--- config.mk ---
export PLATFORM = sky130hd
export DESIGN_NAME = page_frame_buffer_lru
export DESIGN_NICKNAME = d
export VERILOG_FILES = /design/src/design/pfb_pkg.sv /design/src/design/pfb_ram.sv /design/src/design/pfb_free_fifo.sv /design/src/design/pfb_recency.sv /design/src/design/page_frame_buffer_lru.sv
export VERILOG_INCLUDE_DIRS = /design/src /design/src/design
export SDC_FILE = /design/constraint.sdc
export NUM_CORES = 2
export LEC_CHECK = 0
export ABC_AREA = 1
export BUFFER_PORTS_ARGS = -buffer_cell sky130_fd_sc_hd__buf_2
export CORE_MARGIN = 2
export CORE_UTILIZATION = 40
export CTS_CLUSTER_SIZE = 10
export DETAILED_ROUTE_END_ITERATION = 10
export GPL_TIMING_DRIVEN = 1
export PLACE_DENSITY = 0.67
export SETUP_SLACK_MARGIN = 0.4
export SLEW_MARGIN = 30
export SYNTH_ARGS = -nofsm -noshare
export SYNTH_HDL_FRONTEND = slang
export SYNTH_SLANG_ARGS = --single-unit
--- constraint.sdc ---
create_clock -name i_clk -period 6 [get_ports i_clk]
set_clock_uncertainty 0.2 [all_clocks]
set_input_delay 0.6 -clock i_clk [delete_from_list [all_inputs] [get_ports i_clk]]
set_output_delay 0.6 -clock i_clk [all_outputs]
set_load 0.01 [all_outputs]
--- src/design/page_frame_buffer_lru_assert.svh ---
// ---------------------------------------------------------------------------
// Page frame buffer LRU - assertion macros
// Concurrent assertion wrappers clocked on i_clk, disabled while i_rst_n low.
// ---------------------------------------------------------------------------
`ifndef PAGE_FRAME_BUFFER_LRU_ASSERT_SVH
`define PAGE_FRAME_BUFFER_LRU_ASSERT_SVH

// same-cycle implication
`define PFB_ASSERT_IMP(label, ante, cons, msg) \
    label: assert property (@(posedge i_clk) disable iff (!i_rst_n) (ante) |-> (cons)) \
        else $error(msg);

// next-cycle implication
`define PFB_ASSERT_NXT(label, ante, cons, msg) \
    label: assert property (@(posedge i_clk) disable iff (!i_rst_n) (ante) |=> (cons)) \
        else $error(msg);

`endif

--- src/design/pfb_pkg.sv ---
// ---------------------------------------------------------------------------
// pfb_pkg
// Shared constants, request codes and control structs for the frame buffer.
// ---------------------------------------------------------------------------
`timescale 1ns / 1ps
`default_nettype none

package pfb_pkg;

    localparam int FRAMES_DEF       = 16;
    localparam int PAGE_ID_BITS_DEF = 24;
    localparam int PIN_BITS_DEF     = 8;
    localparam int MAX_RESULTS      = 16;

    typedef enum logic [2:0] {
        KIND_FETCH     = 3'd0,
        KIND_UNPIN     = 3'd1,
        KIND_FLUSH     = 3'd2,
        KIND_NEW       = 3'd3,
        KIND_DELETE    = 3'd4,
        KIND_FLUSH_ALL = 3'd5
    } t_kind;

    typedef enum logic [1:0] {
        REC_NOP,
        REC_REMOVE,
        REC_PUSH,
        REC_POP
    } t_rec_op;

    typedef struct packed {
        logic    start;
        t_rec_op op;
    } t_rec_cmd;

    typedef struct packed {
        logic done;
        logic nonempty;
    } t_rec_rsp;

    typedef struct packed {
        logic pop;
        logic push;
    } t_free_cmd;

endpackage

`default_nettype wire

--- src/design/pfb_ram.sv ---
// ---------------------------------------------------------------------------
// pfb_ram
// Simple dual-port RAM: one write port, one read port with registered data.
// ---------------------------------------------------------------------------
`timescale 1ns / 1ps
`default_nettype none

module pfb_ram #(
    parameter int WIDTH = 8,
    parameter int DEPTH = 16,
    localparam int AW   = $clog2(DEPTH)
) (
    input  wire logic             i_clk,
    input  wire logic             i_we,
    input  wire logic [AW-1:0]    i_waddr,
    input  wire logic [WIDTH-1:0] i_wdata,
    input  wire logic [AW-1:0]    i_raddr,
    output logic      [WIDTH-1:0] o_rdata
);

    logic [WIDTH-1:0] r_mem [DEPTH];

    always_ff @(posedge i_clk) begin
        if (i_we) begin
            r_mem[i_waddr] <= i_wdata;
        end
        o_rdata <= r_mem[i_raddr];
    end

endmodule

`default_nettype wire

--- src/design/pfb_free_fifo.sv ---
// ---------------------------------------------------------------------------
// pfb_free_fifo
// Circular FIFO of free frame indices. Until the head has gone round once,
// the slot at the head has never been written, and the head index is given out instead.
// ---------------------------------------------------------------------------
`timescale 1ns / 1ps
`default_nettype none

module pfb_free_fifo
    import pfb_pkg::*;
#(
    parameter int FRAMES = FRAMES_DEF,
    localparam int IDX_W = $clog2(FRAMES)
) (
    input  wire logic             i_clk,
    input  wire logic             i_rst_n,
    input  wire t_free_cmd        i_cmd,
    input  wire logic [IDX_W-1:0] i_push_frame,
    output logic      [IDX_W-1:0] o_head_frame,
    output logic      [IDX_W:0]   o_count
);

    logic [IDX_W-1:0] r_head;
    logic [IDX_W:0]   r_count;
    logic             r_lap;

    logic [IDX_W:0]   tail_sum;
    logic [IDX_W:0]   tail_wrap;
    logic [IDX_W-1:0] tail;
    logic [IDX_W-1:0] head_next;
    logic [IDX_W-1:0] rdata;
    logic             do_pop;
    logic             do_push;

    assign do_pop    = i_cmd.pop && (r_count != '0);
    assign do_push   = i_cmd.push && (r_count != (IDX_W+1)'(FRAMES));
    assign tail_sum  = {1'b0, r_head} + r_count;
    assign tail_wrap = (tail_sum >= (IDX_W+1)'(FRAMES)) ? tail_sum - (IDX_W+1)'(FRAMES)
                                                         : tail_sum;
    assign tail      = tail_wrap[IDX_W-1:0];
    assign head_next = (r_head == IDX_W'(FRAMES - 1)) ? '0 : r_head + 1'b1;

    pfb_ram #(
        .WIDTH (IDX_W),
        .DEPTH (FRAMES)
    ) u_ram (
        .i_clk   (i_clk),
        .i_we    (do_push),
        .i_waddr (tail),
        .i_wdata (i_push_frame),
        .i_raddr (r_head),
        .o_rdata (rdata)
    );

    assign o_head_frame = r_lap ? rdata : r_head;
    assign o_count      = r_count;

    always_ff @(posedge i_clk) begin
        if (!i_rst_n) begin
            r_head  <= '0;
            r_count <= (IDX_W+1)'(FRAMES);
            r_lap   <= 1'b0;
        end else begin
            if (do_pop) begin
                r_head <= head_next;
                if (r_head == IDX_W'(FRAMES - 1)) begin
                    r_lap <= 1'b1;
                end
            end
            if (do_pop && !do_push) begin
                r_count <= r_count - 1'b1;
            end else if (do_push && !do_pop) begin
                r_count <= r_count + 1'b1;
            end
        end
    end

endmodule

`default_nettype wire

--- src/design/pfb_recency.sv ---
// ---------------------------------------------------------------------------
// pfb_recency
// Recency list of unpinned frames, most recent at position 0. Insert and
// remove walk the list one entry a cycle through a pipelined RAM read.
// ---------------------------------------------------------------------------
`timescale 1ns / 1ps
`default_nettype none

module pfb_recency
    import pfb_pkg::*;
#(
    parameter int FRAMES = FRAMES_DEF,
    localparam int IDX_W = $clog2(FRAMES)
) (
    input  wire logic             i_clk,
    input  wire logic             i_rst_n,
    input  wire t_rec_cmd         i_cmd,
    input  wire logic [IDX_W-1:0] i_frame,
    output t_rec_rsp              o_rsp,
    output logic      [IDX_W-1:0] o_frame
);

`include "page_frame_buffer_lru_assert.svh"

    typedef enum logic [2:0] {
        R_IDLE,
        R_UP,
        R_RM,
        R_POP,
        R_POP_D,
        R_ACK
    } t_rstate;

    t_rstate          r_state, n_state;
    logic [IDX_W:0]   r_count, n_count;
    logic [FRAMES-1:0] r_in, n_in;
    logic [IDX_W-1:0] r_ptr, n_ptr;
    logic [IDX_W:0]   r_left, n_left;
    logic             r_dvld, n_dvld;
    logic [IDX_W-1:0] r_daddr, n_daddr;
    logic             r_found, n_found;
    logic [IDX_W-1:0] r_f, n_f;

    logic             we;
    logic [IDX_W-1:0] waddr;
    logic [IDX_W-1:0] wdata;
    logic [IDX_W-1:0] raddr;
    logic [IDX_W-1:0] rdata;
    logic [IDX_W:0]   cnt_m1;
    logic             issue;
    logic             done;

    assign cnt_m1 = r_count - 1'b1;
    assign issue  = (r_left != '0);

    pfb_ram #(
        .WIDTH (IDX_W),
        .DEPTH (FRAMES)
    ) u_ram (
        .i_clk   (i_clk),
        .i_we    (we),
        .i_waddr (waddr),
        .i_wdata (wdata),
        .i_raddr (raddr),
        .o_rdata (rdata)
    );

    always_comb begin
        n_state = r_state;
        n_count = r_count;
        n_in    = r_in;
        n_ptr   = r_ptr;
        n_left  = r_left;
        n_dvld  = r_dvld;
        n_daddr = r_daddr;
        n_found = r_found;
        n_f     = r_f;
        we      = 1'b0;
        waddr   = r_daddr;
        wdata   = rdata;
        raddr   = r_ptr;
        done    = 1'b0;

        case (r_state)
            R_IDLE: begin
                if (i_cmd.start) begin
                    n_f    = i_frame;
                    n_dvld = 1'b0;
                    case (i_cmd.op)
                        REC_PUSH: begin
                            if (!r_in[i_frame]) begin
                                n_ptr   = cnt_m1[IDX_W-1:0];
                                n_left  = r_count;
                                n_state = R_UP;
                            end else begin
                                n_state = R_ACK;
                            end
                        end
                        REC_REMOVE: begin
                            if (r_in[i_frame]) begin
                                n_ptr   = '0;
                                n_left  = r_count;
                                n_found = 1'b0;
                                n_state = R_RM;
                            end else begin
                                n_state = R_ACK;
                            end
                        end
                        REC_POP: begin
                            n_state = (r_count != '0) ? R_POP : R_ACK;
                        end
                        default: begin
                            n_state = R_ACK;
                        end
                    endcase
                end
            end

            // shift entries one place towards the tail, last entry first
            R_UP: begin
                if (issue) begin
                    n_ptr  = r_ptr - 1'b1;
                    n_left = r_left - 1'b1;
                end
                n_dvld  = issue;
                n_daddr = r_ptr;
                if (r_dvld) begin
                    we    = 1'b1;
                    waddr = r_daddr + 1'b1;
                    wdata = rdata;
                end else if (!issue) begin
                    we          = 1'b1;
                    waddr       = '0;
                    wdata       = r_f;
                    n_count     = r_count + 1'b1;
                    n_in[r_f]   = 1'b1;
                    done        = 1'b1;
                    n_state     = R_IDLE;
                end
            end

            // walk from the head; after the match each entry moves up one place
            R_RM: begin
                if (issue) begin
                    n_ptr  = r_ptr + 1'b1;
                    n_left = r_left - 1'b1;
                end
                n_dvld  = issue;
                n_daddr = r_ptr;
                if (r_dvld) begin
                    if (r_found) begin
                        we    = 1'b1;
                        waddr = r_daddr - 1'b1;
                        wdata = rdata;
                    end
                    if (rdata == r_f) begin
                        n_found = 1'b1;
                    end
                end else if (!issue) begin
                    n_count   = r_count - 1'b1;
                    n_in[r_f] = 1'b0;
                    done      = 1'b1;
                    n_state   = R_IDLE;
                end
            end

            R_POP: begin
                raddr   = cnt_m1[IDX_W-1:0];
                n_state = R_POP_D;
            end

            R_POP_D: begin
                n_count     = r_count - 1'b1;
                n_in[rdata] = 1'b0;
                done        = 1'b1;
                n_state     = R_IDLE;
            end

            R_ACK: begin
                done    = 1'b1;
                n_state = R_IDLE;
            end

            default: begin
                n_state = R_IDLE;
            end
        endcase
    end

    assign o_rsp.done     = done;
    assign o_rsp.nonempty = (r_count != '0);
    assign o_frame        = rdata;

    always_ff @(posedge i_clk) begin
        if (!i_rst_n) begin
            r_state <= R_IDLE;
            r_count <= '0;
            r_in    <= '0;
            r_left  <= '0;
            r_dvld  <= 1'b0;
            r_found <= 1'b0;
        end else begin
            r_state <= n_state;
            r_count <= n_count;
            r_in    <= n_in;
            r_left  <= n_left;
            r_dvld  <= n_dvld;
            r_found <= n_found;
        end
        r_ptr   <= n_ptr;
        r_daddr <= n_daddr;
        r_f     <= n_f;
    end

    `PFB_ASSERT_IMP(a_rec_count_matches, r_state == R_IDLE, $countones(r_in) == int'(r_count), "recency count out of step with membership")
    `PFB_ASSERT_IMP(a_rec_cmd_when_idle, i_cmd.start, r_state == R_IDLE, "recency command while list busy")
    `PFB_ASSERT_IMP(a_rec_pop_nonempty, i_cmd.start && (i_cmd.op == REC_POP), r_count != '0, "pop from empty recency list")

endmodule

`default_nettype wire

--- src/design/page_frame_buffer_lru.sv ---
// ---------------------------------------------------------------------------
// page_frame_buffer_lru
// Frame metadata manager for a page buffer pool: tag lookup, pin counts,
// dirty marks, free-frame FIFO and least-recently-unpinned victim choice.
// ---------------------------------------------------------------------------
//  Channel   Handshake                Payload
//  request   start && !busy           i_kind, i_page_id, i_mark_dirty
//  result    o_valid (one cycle)      o_ok, o_frame, o_write_back,
//                                     o_write_back_page, o_load_from_disk,
//                                     o_zero_fill, o_last
//
//  Every request except flush_all and unknown codes first scans the tag RAM,
//  one frame a cycle, until the first hit.
//  A recency list insert or remove is awaited in S_WAIT_REC; a recency victim is
//  popped via S_WAIT_POP, and installing passes through S_INST_RD and S_INST_WR.
//  flush_all gives one result per dirty frame up to MAX_RESULTS, else one.
//  Results are not back-pressured; busy stays high until the last result.
//  Reset is synchronous; no clearing pass is needed.
// ---------------------------------------------------------------------------
`timescale 1ns / 1ps
`default_nettype none

module page_frame_buffer_lru
    import pfb_pkg::*;
#(
    parameter int FRAMES       = FRAMES_DEF,
    parameter int PAGE_ID_BITS = PAGE_ID_BITS_DEF,
    parameter int PIN_BITS     = PIN_BITS_DEF,
    localparam int IDX_W       = $clog2(FRAMES)
) (
    input  wire logic                    i_clk,
    input  wire logic                    i_rst_n,
    input  wire logic                    start,
    output logic                         busy,
    input  wire logic [2:0]              i_kind,
    input  wire logic [PAGE_ID_BITS-1:0] i_page_id,
    input  wire logic                    i_mark_dirty,
    output logic                         o_valid,
    output logic                         o_ok,
    output logic      [IDX_W-1:0]        o_frame,
    output logic                         o_write_back,
    output logic      [PAGE_ID_BITS-1:0] o_write_back_page,
    output logic                         o_load_from_disk,
    output logic                         o_zero_fill,
    output logic                         o_last
);

`include "page_frame_buffer_lru_assert.svh"

    localparam int RAM_W = PIN_BITS + PAGE_ID_BITS;
    localparam int K_W   = $clog2(MAX_RESULTS);
    localparam logic [PIN_BITS-1:0] PIN_MAX = {PIN_BITS{1'b1}};
    localparam logic [PIN_BITS-1:0] PIN_ONE = PIN_BITS'(1);

    typedef enum logic [2:0] {
        S_IDLE,
        S_SCAN,
        S_ACT,
        S_WAIT_REC,
        S_WAIT_POP,
        S_INST_RD,
        S_INST_WR,
        S_FLUSH
    } t_state;

    typedef struct packed {
        logic                    ok;
        logic [IDX_W-1:0]        frame;
        logic                    wb;
        logic [PAGE_ID_BITS-1:0] wbp;
        logic                    load;
        logic                    zero;
        logic                    last;
    } t_result;

    function automatic t_result mk_res(
        input logic                    ok,
        input logic [IDX_W-1:0]        frame,
        input logic                    wb,
        input logic [PAGE_ID_BITS-1:0] wbp,
        input logic                    load,
        input logic                    zero,
        input logic                    last
    );
        t_result res;
        res.ok    = ok;
        res.frame = frame;
        res.wb    = wb;
        res.wbp   = wbp;
        res.load  = load;
        res.zero  = zero;
        res.last  = last;
        return res;
    endfunction

    t_state                  r_state, n_state;
    logic [2:0]              r_kind, n_kind;
    logic [PAGE_ID_BITS-1:0] r_pid, n_pid;
    logic                    r_mark, n_mark;
    logic [IDX_W-1:0]        r_ptr, n_ptr;
    logic [IDX_W:0]          r_left, n_left;
    logic                    r_dvld, n_dvld;
    logic [IDX_W-1:0]        r_daddr, n_daddr;
    logic                    r_hit, n_hit;
    logic [IDX_W-1:0]        r_f, n_f;
    logic [PIN_BITS-1:0]     r_pin, n_pin;
    logic [PAGE_ID_BITS-1:0] r_tag, n_tag;
    logic [IDX_W-1:0]        r_v, n_v;
    logic [FRAMES-1:0]       r_valid, n_valid;
    logic [FRAMES-1:0]       r_dirty, n_dirty;
    logic [K_W-1:0]          r_k, n_k;
    logic                    r_o_valid, n_o_valid;
    t_result                 r_res, n_res;

    logic                    ram_we;
    logic [IDX_W-1:0]        ram_waddr;
    logic [RAM_W-1:0]        ram_wdata;
    logic [IDX_W-1:0]        ram_raddr;
    logic [RAM_W-1:0]        ram_rdata;
    logic [PAGE_ID_BITS-1:0] rd_tag;
    logic [PIN_BITS-1:0]     rd_pin;

    t_rec_cmd                rec_cmd;
    t_rec_rsp                rec_rsp;
    logic [IDX_W-1:0]        rec_frame;
    t_free_cmd               free_cmd;
    logic [IDX_W-1:0]        free_head;
    logic [IDX_W:0]          free_count;

    logic [FRAMES-1:0]       vd;
    logic                    more_dirty;
    logic                    issue;
    logic [PIN_BITS-1:0]     pin_inc;
    logic [PIN_BITS-1:0]     pin_dec;
    logic                    inst_wb;
    logic                    flush_last;

    assign rd_tag  = ram_rdata[PAGE_ID_BITS-1:0];
    assign rd_pin  = ram_rdata[RAM_W-1:PAGE_ID_BITS];
    assign vd      = r_valid & r_dirty;
    assign issue   = (r_left != '0);
    assign pin_inc = (r_pin == PIN_MAX) ? r_pin : r_pin + 1'b1;
    assign pin_dec = r_pin - 1'b1;
    assign inst_wb = r_valid[r_v] && r_dirty[r_v];
    assign ram_raddr  = (r_state == S_INST_RD) ? r_v : r_ptr;
    assign flush_last = !more_dirty || (r_k == K_W'(MAX_RESULTS - 1));

    // any dirty frame above the one now being reported
    always_comb begin
        more_dirty = 1'b0;
        for (int j = 0; j < FRAMES; j++) begin
            if (vd[j] && (j > int'(r_daddr))) begin
                more_dirty = 1'b1;
            end
        end
    end

    pfb_ram #(
        .WIDTH (RAM_W),
        .DEPTH (FRAMES)
    ) u_frame_ram (
        .i_clk   (i_clk),
        .i_we    (ram_we),
        .i_waddr (ram_waddr),
        .i_wdata (ram_wdata),
        .i_raddr (ram_raddr),
        .o_rdata (ram_rdata)
    );

    pfb_free_fifo #(
        .FRAMES (FRAMES)
    ) u_free (
        .i_clk        (i_clk),
        .i_rst_n      (i_rst_n),
        .i_cmd        (free_cmd),
        .i_push_frame (r_f),
        .o_head_frame (free_head),
        .o_count      (free_count)
    );

    pfb_recency #(
        .FRAMES (FRAMES)
    ) u_recency (
        .i_clk   (i_clk),
        .i_rst_n (i_rst_n),
        .i_cmd   (rec_cmd),
        .i_frame (r_f),
        .o_rsp   (rec_rsp),
        .o_frame (rec_frame)
    );

    always_comb begin
        n_state   = r_state;
        n_kind    = r_kind;
        n_pid     = r_pid;
        n_mark    = r_mark;
        n_ptr     = r_ptr;
        n_left    = r_left;
        n_dvld    = r_dvld;
        n_daddr   = r_daddr;
        n_hit     = r_hit;
        n_f       = r_f;
        n_pin     = r_pin;
        n_tag     = r_tag;
        n_v       = r_v;
        n_valid   = r_valid;
        n_dirty   = r_dirty;
        n_k       = r_k;
        n_o_valid = 1'b0;
        n_res     = r_res;
        ram_we    = 1'b0;
        ram_waddr = r_f;
        ram_wdata = {r_pin, r_tag};
        rec_cmd.start = 1'b0;
        rec_cmd.op    = REC_NOP;
        free_cmd.pop  = 1'b0;
        free_cmd.push = 1'b0;

        case (r_state)
            S_IDLE: begin
                if (start) begin
                    n_kind = i_kind;
                    n_pid  = i_page_id;
                    n_mark = i_mark_dirty;
                    n_ptr  = '0;
                    n_left = (IDX_W+1)'(FRAMES);
                    n_dvld = 1'b0;
                    n_k    = '0;
                    case (i_kind)
                        KIND_FETCH, KIND_UNPIN, KIND_FLUSH, KIND_NEW, KIND_DELETE: begin
                            n_state = S_SCAN;
                        end
                        KIND_FLUSH_ALL: begin
                            if (vd == '0) begin
                                n_o_valid = 1'b1;
                                n_res     = mk_res(1'b1, '0, 1'b0, '0, 1'b0, 1'b0, 1'b1);
                            end else begin
                                n_state = S_FLUSH;
                            end
                        end
                        default: begin
                            n_o_valid = 1'b1;
                            n_res     = mk_res(1'b0, '0, 1'b0, '0, 1'b0, 1'b0, 1'b1);
                        end
                    endcase
                end
            end

            // tag search: each address is read in the cycle before its compare
            S_SCAN: begin
                if (issue) begin
                    n_ptr  = r_ptr + 1'b1;
                    n_left = r_left - 1'b1;
                end
                n_dvld  = issue;
                n_daddr = r_ptr;
                if (r_dvld && r_valid[r_daddr] && (rd_tag == r_pid)) begin
                    n_hit   = 1'b1;
                    n_f     = r_daddr;
                    n_pin   = rd_pin;
                    n_tag   = rd_tag;
                    n_state = S_ACT;
                end else if (!issue && !r_dvld) begin
                    n_hit   = 1'b0;
                    n_state = S_ACT;
                end
            end

            S_ACT: begin
                n_state = S_IDLE;
                case (r_kind)
                    KIND_FETCH, KIND_NEW: begin
                        if (r_hit && (r_kind == KIND_FETCH)) begin
                            ram_we        = 1'b1;
                            ram_wdata     = {pin_inc, r_tag};
                            rec_cmd.start = 1'b1;
                            rec_cmd.op    = REC_REMOVE;
                            n_state       = S_WAIT_REC;
                        end else if (r_hit) begin
                            n_o_valid = 1'b1;
                            n_res     = mk_res(1'b0, r_f, 1'b0, '0, 1'b0, 1'b0, 1'b1);
                        end else if (free_count != '0) begin
                            free_cmd.pop = 1'b1;
                            n_v          = free_head;
                            n_state      = S_INST_RD;
                        end else if (rec_rsp.nonempty) begin
                            rec_cmd.start = 1'b1;
                            rec_cmd.op    = REC_POP;
                            n_state       = S_WAIT_POP;
                        end else begin
                            n_o_valid = 1'b1;
                            n_res     = mk_res(1'b0, '0, 1'b0, '0, 1'b0, 1'b0, 1'b1);
                        end
                    end
                    KIND_UNPIN: begin
                        if (!r_hit) begin
                            n_o_valid = 1'b1;
                            n_res     = mk_res(1'b0, '0, 1'b0, '0, 1'b0, 1'b0, 1'b1);
                        end else if (r_pin == '0) begin
                            n_o_valid = 1'b1;
                            n_res     = mk_res(1'b0, r_f, 1'b0, '0, 1'b0, 1'b0, 1'b1);
                        end else begin
                            ram_we    = 1'b1;
                            ram_wdata = {pin_dec, r_tag};
                            if (r_mark) begin
                                n_dirty[r_f] = 1'b1;
                            end
                            if (pin_dec == '0) begin
                                rec_cmd.start = 1'b1;
                                rec_cmd.op    = REC_PUSH;
                                n_state       = S_WAIT_REC;
                            end else begin
                                n_o_valid = 1'b1;
                                n_res     = mk_res(1'b1, r_f, 1'b0, '0, 1'b0, 1'b0, 1'b1);
                            end
                        end
                    end
                    KIND_FLUSH: begin
                        n_o_valid = 1'b1;
                        if (!r_hit) begin
                            n_res = mk_res(1'b0, '0, 1'b0, '0, 1'b0, 1'b0, 1'b1);
                        end else begin
                            n_dirty[r_f] = 1'b0;
                            n_res = mk_res(1'b1, r_f, 1'b1, r_tag, 1'b0, 1'b0, 1'b1);
                        end
                    end
                    KIND_DELETE: begin
                        if (!r_hit) begin
                            n_o_valid = 1'b1;
                            n_res     = mk_res(1'b1, '0, 1'b0, '0, 1'b0, 1'b0, 1'b1);
                        end else if (r_pin != '0) begin
                            n_o_valid = 1'b1;
                            n_res     = mk_res(1'b0, r_f, 1'b0, '0, 1'b0, 1'b0, 1'b1);
                        end else begin
                            n_valid[r_f]  = 1'b0;
                            n_dirty[r_f]  = 1'b0;
                            free_cmd.push = 1'b1;
                            rec_cmd.start = 1'b1;
                            rec_cmd.op    = REC_REMOVE;
                            n_state       = S_WAIT_REC;
                        end
                    end
                    default: begin
                        n_o_valid = 1'b1;
                        n_res     = mk_res(1'b0, '0, 1'b0, '0, 1'b0, 1'b0, 1'b1);
                    end
                endcase
            end

            S_WAIT_REC: begin
                if (rec_rsp.done) begin
                    n_o_valid = 1'b1;
                    n_res     = mk_res(1'b1, r_f, 1'b0, '0, 1'b0, 1'b0, 1'b1);
                    n_state   = S_IDLE;
                end
            end

            S_WAIT_POP: begin
                if (rec_rsp.done) begin
                    n_v     = rec_frame;
                    n_state = S_INST_RD;
                end
            end

            // victim tag is read so a dirty victim can be written back
            S_INST_RD: begin
                n_state = S_INST_WR;
            end

            S_INST_WR: begin
                ram_we       = 1'b1;
                ram_waddr    = r_v;
                ram_wdata    = {PIN_ONE, r_pid};
                n_valid[r_v] = 1'b1;
                n_dirty[r_v] = 1'b0;
                n_o_valid    = 1'b1;
                n_res        = mk_res(1'b1, r_v, inst_wb, inst_wb ? rd_tag : '0,
                                      r_kind == KIND_FETCH, r_kind == KIND_NEW, 1'b1);
                n_state      = S_IDLE;
            end

            S_FLUSH: begin
                if (issue) begin
                    n_ptr  = r_ptr + 1'b1;
                    n_left = r_left - 1'b1;
                end
                n_dvld  = issue;
                n_daddr = r_ptr;
                if (r_dvld && vd[r_daddr]) begin
                    n_dirty[r_daddr] = 1'b0;
                    n_o_valid        = 1'b1;
                    n_res = mk_res(1'b1, r_daddr, 1'b1, rd_tag, 1'b0, 1'b0, flush_last);
                    n_k   = r_k + 1'b1;
                    if (flush_last) begin
                        n_state = S_IDLE;
                    end
                end else if (!issue && !r_dvld) begin
                    n_state = S_IDLE;
                end
            end

            default: begin
                n_state = S_IDLE;
            end
        endcase
    end

    always_ff @(posedge i_clk) begin
        if (!i_rst_n) begin
            r_state   <= S_IDLE;
            r_left    <= '0;
            r_dvld    <= 1'b0;
            r_hit     <= 1'b0;
            r_valid   <= '0;
            r_dirty   <= '0;
            r_k       <= '0;
            r_o_valid <= 1'b0;
        end else begin
            r_state   <= n_state;
            r_left    <= n_left;
            r_dvld    <= n_dvld;
            r_hit     <= n_hit;
            r_valid   <= n_valid;
            r_dirty   <= n_dirty;
            r_k       <= n_k;
            r_o_valid <= n_o_valid;
        end
        r_kind  <= n_kind;
        r_pid   <= n_pid;
        r_mark  <= n_mark;
        r_ptr   <= n_ptr;
        r_daddr <= n_daddr;
        r_f     <= n_f;
        r_pin   <= n_pin;
        r_tag   <= n_tag;
        r_v     <= n_v;
        r_res   <= n_res;
    end

    assign busy              = (r_state != S_IDLE);
    assign o_valid           = r_o_valid;
    assign o_ok              = r_res.ok;
    assign o_frame           = r_res.frame;
    assign o_write_back      = r_res.wb;
    assign o_write_back_page = r_res.wbp;
    assign o_load_from_disk  = r_res.load;
    assign o_zero_fill       = r_res.zero;
    assign o_last            = r_res.last;

    `PFB_ASSERT_IMP(a_multi_only_flush, o_valid && !o_last, o_ok && o_write_back, "non-final result that is not a write back")
    `PFB_ASSERT_IMP(a_fill_is_install, o_valid && (o_load_from_disk || o_zero_fill), o_ok && o_last && !(o_load_from_disk && o_zero_fill), "bad install result")
    `PFB_ASSERT_IMP(a_frames_accounted, r_state == S_IDLE, $countones(r_valid) + int'(free_count) == FRAMES, "resident plus free frames lost count")
    `PFB_ASSERT_NXT(a_lookup_goes_busy, start && !busy && (i_kind == KIND_FETCH), busy && !o_valid, "fetch transfer did not start a search")

endmodule

`default_nettype wire

# Word-level counts from Yosys, hierarchy flattened
# Memories as Yosys holds them, arrays and structs flattened. A register that Yosys moved wholly into a read port is not among the register bits.
# Index checks and enable logic that the tools add are counted.
dict set report totals {
  regBits 209
  latchBits 0
  mem_bits_rw 640
  mem_bits_ro 0
  in_bits 31
  out_inout_bits 35
  elab_cells 479
  memories 3
}
dict set report op_classes {
  addsub 17
  multipliers 0
  div 0
  order_cmp 26
  n_eq_ne 78
  n_shift 0
  mux 219
  n_bitwise 15
  reduce_logical 85
}
# name depth word_bits rd rd_ports_with_merged_regs wr line
set mem_list {}
lappend mem_list {u_frame_ram.r_mem 16 32 1 1 1 pfb_ram.sv:21} ;# logic [WIDTH-1:0] r_mem [DEPTH];
lappend mem_list {u_free.u_ram.r_mem 16 4 1 1 1 pfb_ram.sv:21}
lappend mem_list {u_recency.u_ram.r_mem 16 4 1 1 1 pfb_ram.sv:21}
# operator count
set op_table {}
lappend op_table {{$mux 33} 14}
lappend op_table {{$mux 16} 14}
lappend op_table {{$pmux 33 s5} 1}
lappend op_table {{$pmux 16 s3} 3}
lappend op_table {{$pmux 33 s4} 1}
lappend op_table {{$pmux 32 s2} 2}
lappend op_table {{$and 16x16->16} 7}
lappend op_table {{$mux 4} 26}
lappend op_table {{$mux 32} 3}
lappend op_table {{$mux 3} 29}
lappend op_table {{$not 16->16} 5}
lappend op_table {{$mux 1} 68}
lappend op_table {{$pmux 33 s2} 1}
lappend op_table {{$mux 5} 12}
lappend op_table {{$or 16x16->16} 3}
lappend op_table {{$ne 3x3->1 const B} 14}
lappend op_table {{$pmux 4 s2} 5}
lappend op_table {{$pmux 3 s3} 4}
lappend op_table {{$ne 2x2->1 const B} 17}
lappend op_table {{$gt 4x4->1 const A} 8}
lappend op_table {{$pmux 16 s2} 1}
lappend op_table {{$logic_and 1x1->1} 30}
lappend op_table {{$pmux 5 s2} 3}
lappend op_table {{$eq 3x3->1 const B} 9}
lappend op_table {{other kinds (59)} 160}

# Logic depth before layout (Yosys ltp)
dict set report depth {
  ltp_word 22
  mapped_depth 21
  ltp_nobuf 20
}

# By module
# From an unflattened synthesis, not the netlist that was laid out.
dict set report unflattened {
  hier_cells 4525
  area_unflattened_um2 41965.2
}
# module instances cells_each area_per_inst_um2 seq_area_each_um2
set by_module_without_submodules {}
lappend by_module_without_submodules {{pfb_ram at u_frame_ram} 1 2120 22730.6 16015.4}
lappend by_module_without_submodules {page_frame_buffer_lru 1 1250 9397.8 4214.0}
lappend by_module_without_submodules {{pfb_ram at u_free.u_ram ...} 2 290 2966.6 2001.9}
lappend by_module_without_submodules {pfb_recency 1 465 3115.5 980.9}
lappend by_module_without_submodules {pfb_free_fifo 1 110 788.3 200.2}

# Worst setup path before layout
# No wires, ideal clock.
dict set report synth_timing {
  kind {register to register}
  start {reg r_daddr[0]}
  end {reg r_f[0] (enable)}
  setup_time_ns 0.431
  arrival_time_ns 2.827
  t_required_ns 5.369
  slack_ns 2.542
  path_stages_with_launch 12
  n_path_buf 2
  period_less_slack_ns 3.458
  cell_sequence {edfxtp_1 -> buf_4 -> buf_2 -> o21ai_0 -> nand2_1 -> nand2_1 -> nand2_1 -> nand2_1 -> inv_1 -> nand2_1 -> nand2_1 -> nor2_1}
}
dict set report synth_between {
  elab_chain_cells 5
}
# element line
set synth_rtl {}
lappend synth_rtl {{start: declaration} page_frame_buffer_lru.sv:103} ;# logic [IDX_W-1:0] r_daddr, n_daddr;
lappend synth_rtl {{start signal: assignment} page_frame_buffer_lru.sv:432} ;# r_daddr <= n_daddr;
lappend synth_rtl {{$bmux 1 s4} page_frame_buffer_lru.sv:257} ;# if (r_dvld && r_valid[r_daddr] && (rd_tag == r_pid)) begin
lappend synth_rtl {{$mux 1 (implied by the code)} page_frame_buffer_lru.sv:257}
lappend synth_rtl {{$logic_and 1x1->1 (2 in series)} page_frame_buffer_lru.sv:257}
lappend synth_rtl {{$reduce_and 2->1 (no source line)} n/a}
lappend synth_rtl {{end signal: assignment} page_frame_buffer_lru.sv:433} ;# r_f <= n_f;
lappend synth_rtl {{end: declaration} page_frame_buffer_lru.sv:105} ;# logic [IDX_W-1:0] r_f, n_f;
# No other way between the ends. The select of a mux whose other input is x is not followed.
# A chain may end at the register's enable or synchronous reset.

# Worst setup path in the final report
dict set report layout_timing {
  start {reg r_state[0]}
  end {reg r_res (netlist bit o_write_back_page[12]) (enable)}
}
dict set report layout_between {
  elab_chain_cells 3
  word_cells_on_any_way 17
  cone_classes {eq/ne (14); reduce/logical (3)}
}
# element line
set layout_rtl {}
lappend layout_rtl {{start: declaration} page_frame_buffer_lru.sv:96} ;# t_state r_state, n_state;
lappend layout_rtl {{start signal: assignment} page_frame_buffer_lru.sv:419} ;# r_state <= n_state;
lappend layout_rtl {{$eq 3x2->1 (tied with other cells)} page_frame_buffer_lru.sv:219} ;# case (r_state)
lappend layout_rtl {{$ne 5x5->1 (no source line) (tied with other cells)} n/a}
lappend layout_rtl {{$reduce_and 11->1 (no source line) (*)} n/a}
lappend layout_rtl {{end signal: assignment} page_frame_buffer_lru.sv:437} ;# r_res <= n_res;
lappend layout_rtl {{end: declaration} page_frame_buffer_lru.sv:113} ;# t_result r_res, n_res;
# Every way passes the cells marked *; elsewhere a longest branch is shown, timed or not.

==> run metrics <==
Clk pin slew, worst setup/hold paths 0.06 ns; Post-Route WL 104000 um; DR WL/cell 20.2 um; via count 28734; final period utilization a little over two thirds; gp weighted congestion 0.942; Critical Path RT 6.13 ns; synth unique cells 64; DRC 0; initial antenna violation count 0; Die Width 317 um; Synth top area share 58.4%; CTS tree yes; # Max-Cap Violations 0; H-Tree Depth 3; Final Util 46.0%; first-pass GRT wire length 159000 um; dpl cell area around 41000 sq um; number of flops mapped to enable cells by yosys ~760; # clock sinks 889; min-delay worst type in2reg; Setup crit start kind flip-flop; die height about 320 um; RSZ-0062 raised after global routing no; WS Path Type reg2reg; Synth Flop Type edfxtp_1; Pleak 15.7 nW; asr flop ratio synth 0%; status finished clean; actual slew at the worst max-slew pin 0.929 ns; die footprint 100000 sq um; setup tns final 0 ns; Row Count approximately 110; post-route minimum period 4.22 ns; core box area around 97000 sq um; Seq/Total Area, Yosys about two thirds; PwrDens 449 nW/um^2; DRT iter0 DRCs 3087; Ys Warns 0; io pins 66; Post-DRT Antenna Nets 0; initial core utilization about two fifths; root buf cell clkbuf_16; crit path DAT 4.35 ns; number of inserted diodes 0; syn avg cell area around 11 sq um; layout cells sized above 1 between 8 and 9%; worst skew pair latency around 0.7 ns; vias in the first global route 27358; post-route cell area 44500 sq um; cts bufs inserted 100; Synth area leader edfxtp_1; Post-CTS Setup Repair Bufs 0; vias per cell 5.60; crit end category flip-flop; DR pass1 iterations 7; dpl ws 1.80 ns; Final setup viols 0; Final nets 3847; worst setup margin 1.78 ns; Mapped Area 39100 sq um; Port Buffers 65; largest net degree at the start of global routing 180; crit path max fanout 36; Final Hold Viols 0; worst-case clock buffer depth 3; Slew Viols, Final 0; ranking of synthesized cells by area edfxtp_1, dfxtp_1, o21ai_0; Peak Freq between 200 and 250 MHz; VDD IR max 0.415 mV; post-synthesis net count ~3800; Relative slew margins 37.7%; HPWL after DPL 64700 um; Seq cells post-synth 889; gr usage total 20.2%; GR Overflow Total 0; area grow syn2layout 13.7%; Post-Syn Instances approximately 3700
[worst max-delay path, stage by stage (launching register included)]
cell and delay, ns:
dfxtp_1 0.66, nand2_2 0.18, nor2_8 0.42, inv_4 0.30, nand2_4 0.21, inv_2 0.08, nand2_1 0.09, o21ai_2 0.11
nor2_4 0.72, o211ai_1 0.18, nand4_1 0.14, a21oi_1 0.07, inv_1 0.08, buf_4 0.38
[through the flow]
stage	hold slack, ns	instances	power (mW)
finish	0.127	5130	20.0
global route	0.108	5130	21.0
CTS	0.0871	5128	20.0
detailed placement	0.189	4930	14.4
global placement	0.186	4916	14.3
floorplan	0.186	3698	12.3
[registers in the layout (all words and copies together) (netlist names), 5 cells and up, named ones only]
name	flops
u_free.o_count	5
u_frame_ram.o_rdata	32
r_tag	24
u_free.u_ram.r_mem	64
u_recency.r_count	5
r_pin	8
r_valid	16
u_recency.r_in	16
r_pid	24
r_left	5
o_write_back_page	24
u_recency.u_ram.r_mem	64
u_frame_ram.r_mem	512
u_recency.r_left	5
[final timing paths]
kind / from / cells past startpoint / endpoint / slack, ns
max reg2reg: r_state[0] / 13 / o_write_back_page[12] / 1.78
max: r_state[0] / 13 / o_write_back_page[12] / 1.78
min: i_rst_n / 3 / flip-flop / 0.13
min reg2reg: u_frame_ram.o_rdata[30] / 0 / r_pin[6] / 0.20
[routing by layer]
metal | part of all wire [%] | GRT usage [%] | wire (um) | up-vias
met5 | 0 | 0 | 0 | -
met4 | 3.4 | 7.34 | 3530 | 0
met3 | 6.0 | 2.91 | 6250 | 220
met2 | 49 | 34.3 | 50800 | 1068
met1 | 41 | 26.4 | 42900 | 14026
li1 | - | - | - | 13420
[cells by family (layout without fill, tap and decap cells)]
logic type	Yosys count	in the layout	share of synthesized area [%]
buffers and inverters	454	610	4.82
adders and majority gates	30	30	1.02
AOI/OAI and AO/OA	900	900	13.8
xor gates and xnor gates	22	22	0.492
and+or+nand+nor	1403	1403	14.9
DFF	889	889	64.9
[placed cells by master (no fill, tap or decap), drive strengths merged, types with 56 or more instances in the layout]
| cell | count |
|---|---|
| o21ai | 508 |
| nand3 | 180 |
| a21oi | 87 |
| o221ai | 121 |
| clkbuf | 161 |
| o211ai | 59 |
| o22ai | 56 |
| nor2 | 573 |
| buf | 138 |
| edfxtp | 761 |
| dfxtp | 128 |
| nand2 | 582 |
| inv | 271 |
[power breakdown]
group,total (mW),internal [mW],switching [mW]
Combinational,6.39,1.74,4.65
Clock,5.56,3.16,2.40
Sequential,8.01,7.56,0.453
[cell usage after synthesis (all sizes together), types with 6 or more instances]
cell    number
xor2        12
o21ai      508
nand3      180
nand4       34
a21oi       87
nor2       573
buf         77
nand2      582
clkbuf     103
dfxtp      128
o211ai      59
inv        270
o311ai      12
ha          27
a31oi       18
xnor2       10
edfxtp     761
o221ai     121
nor3        24
a41oi        6
o22ai       56
[repair_timing]
action	CTS	global route
hold endpoints to repair	28	0
gates resized for setup	0	0
hold buffers	28	0
[cell type report]
cell class                 count  area (sq um)
inverter                     274          1040
tap                         1276          1600
timing repair buffer         166          1500
sequential                   889         25400
multi-input combinational   2355         12000
clock inverter                 9           153
clock buffer                 161          2780
fill                        8715         52300
Power figures use the tool's default switching activity.
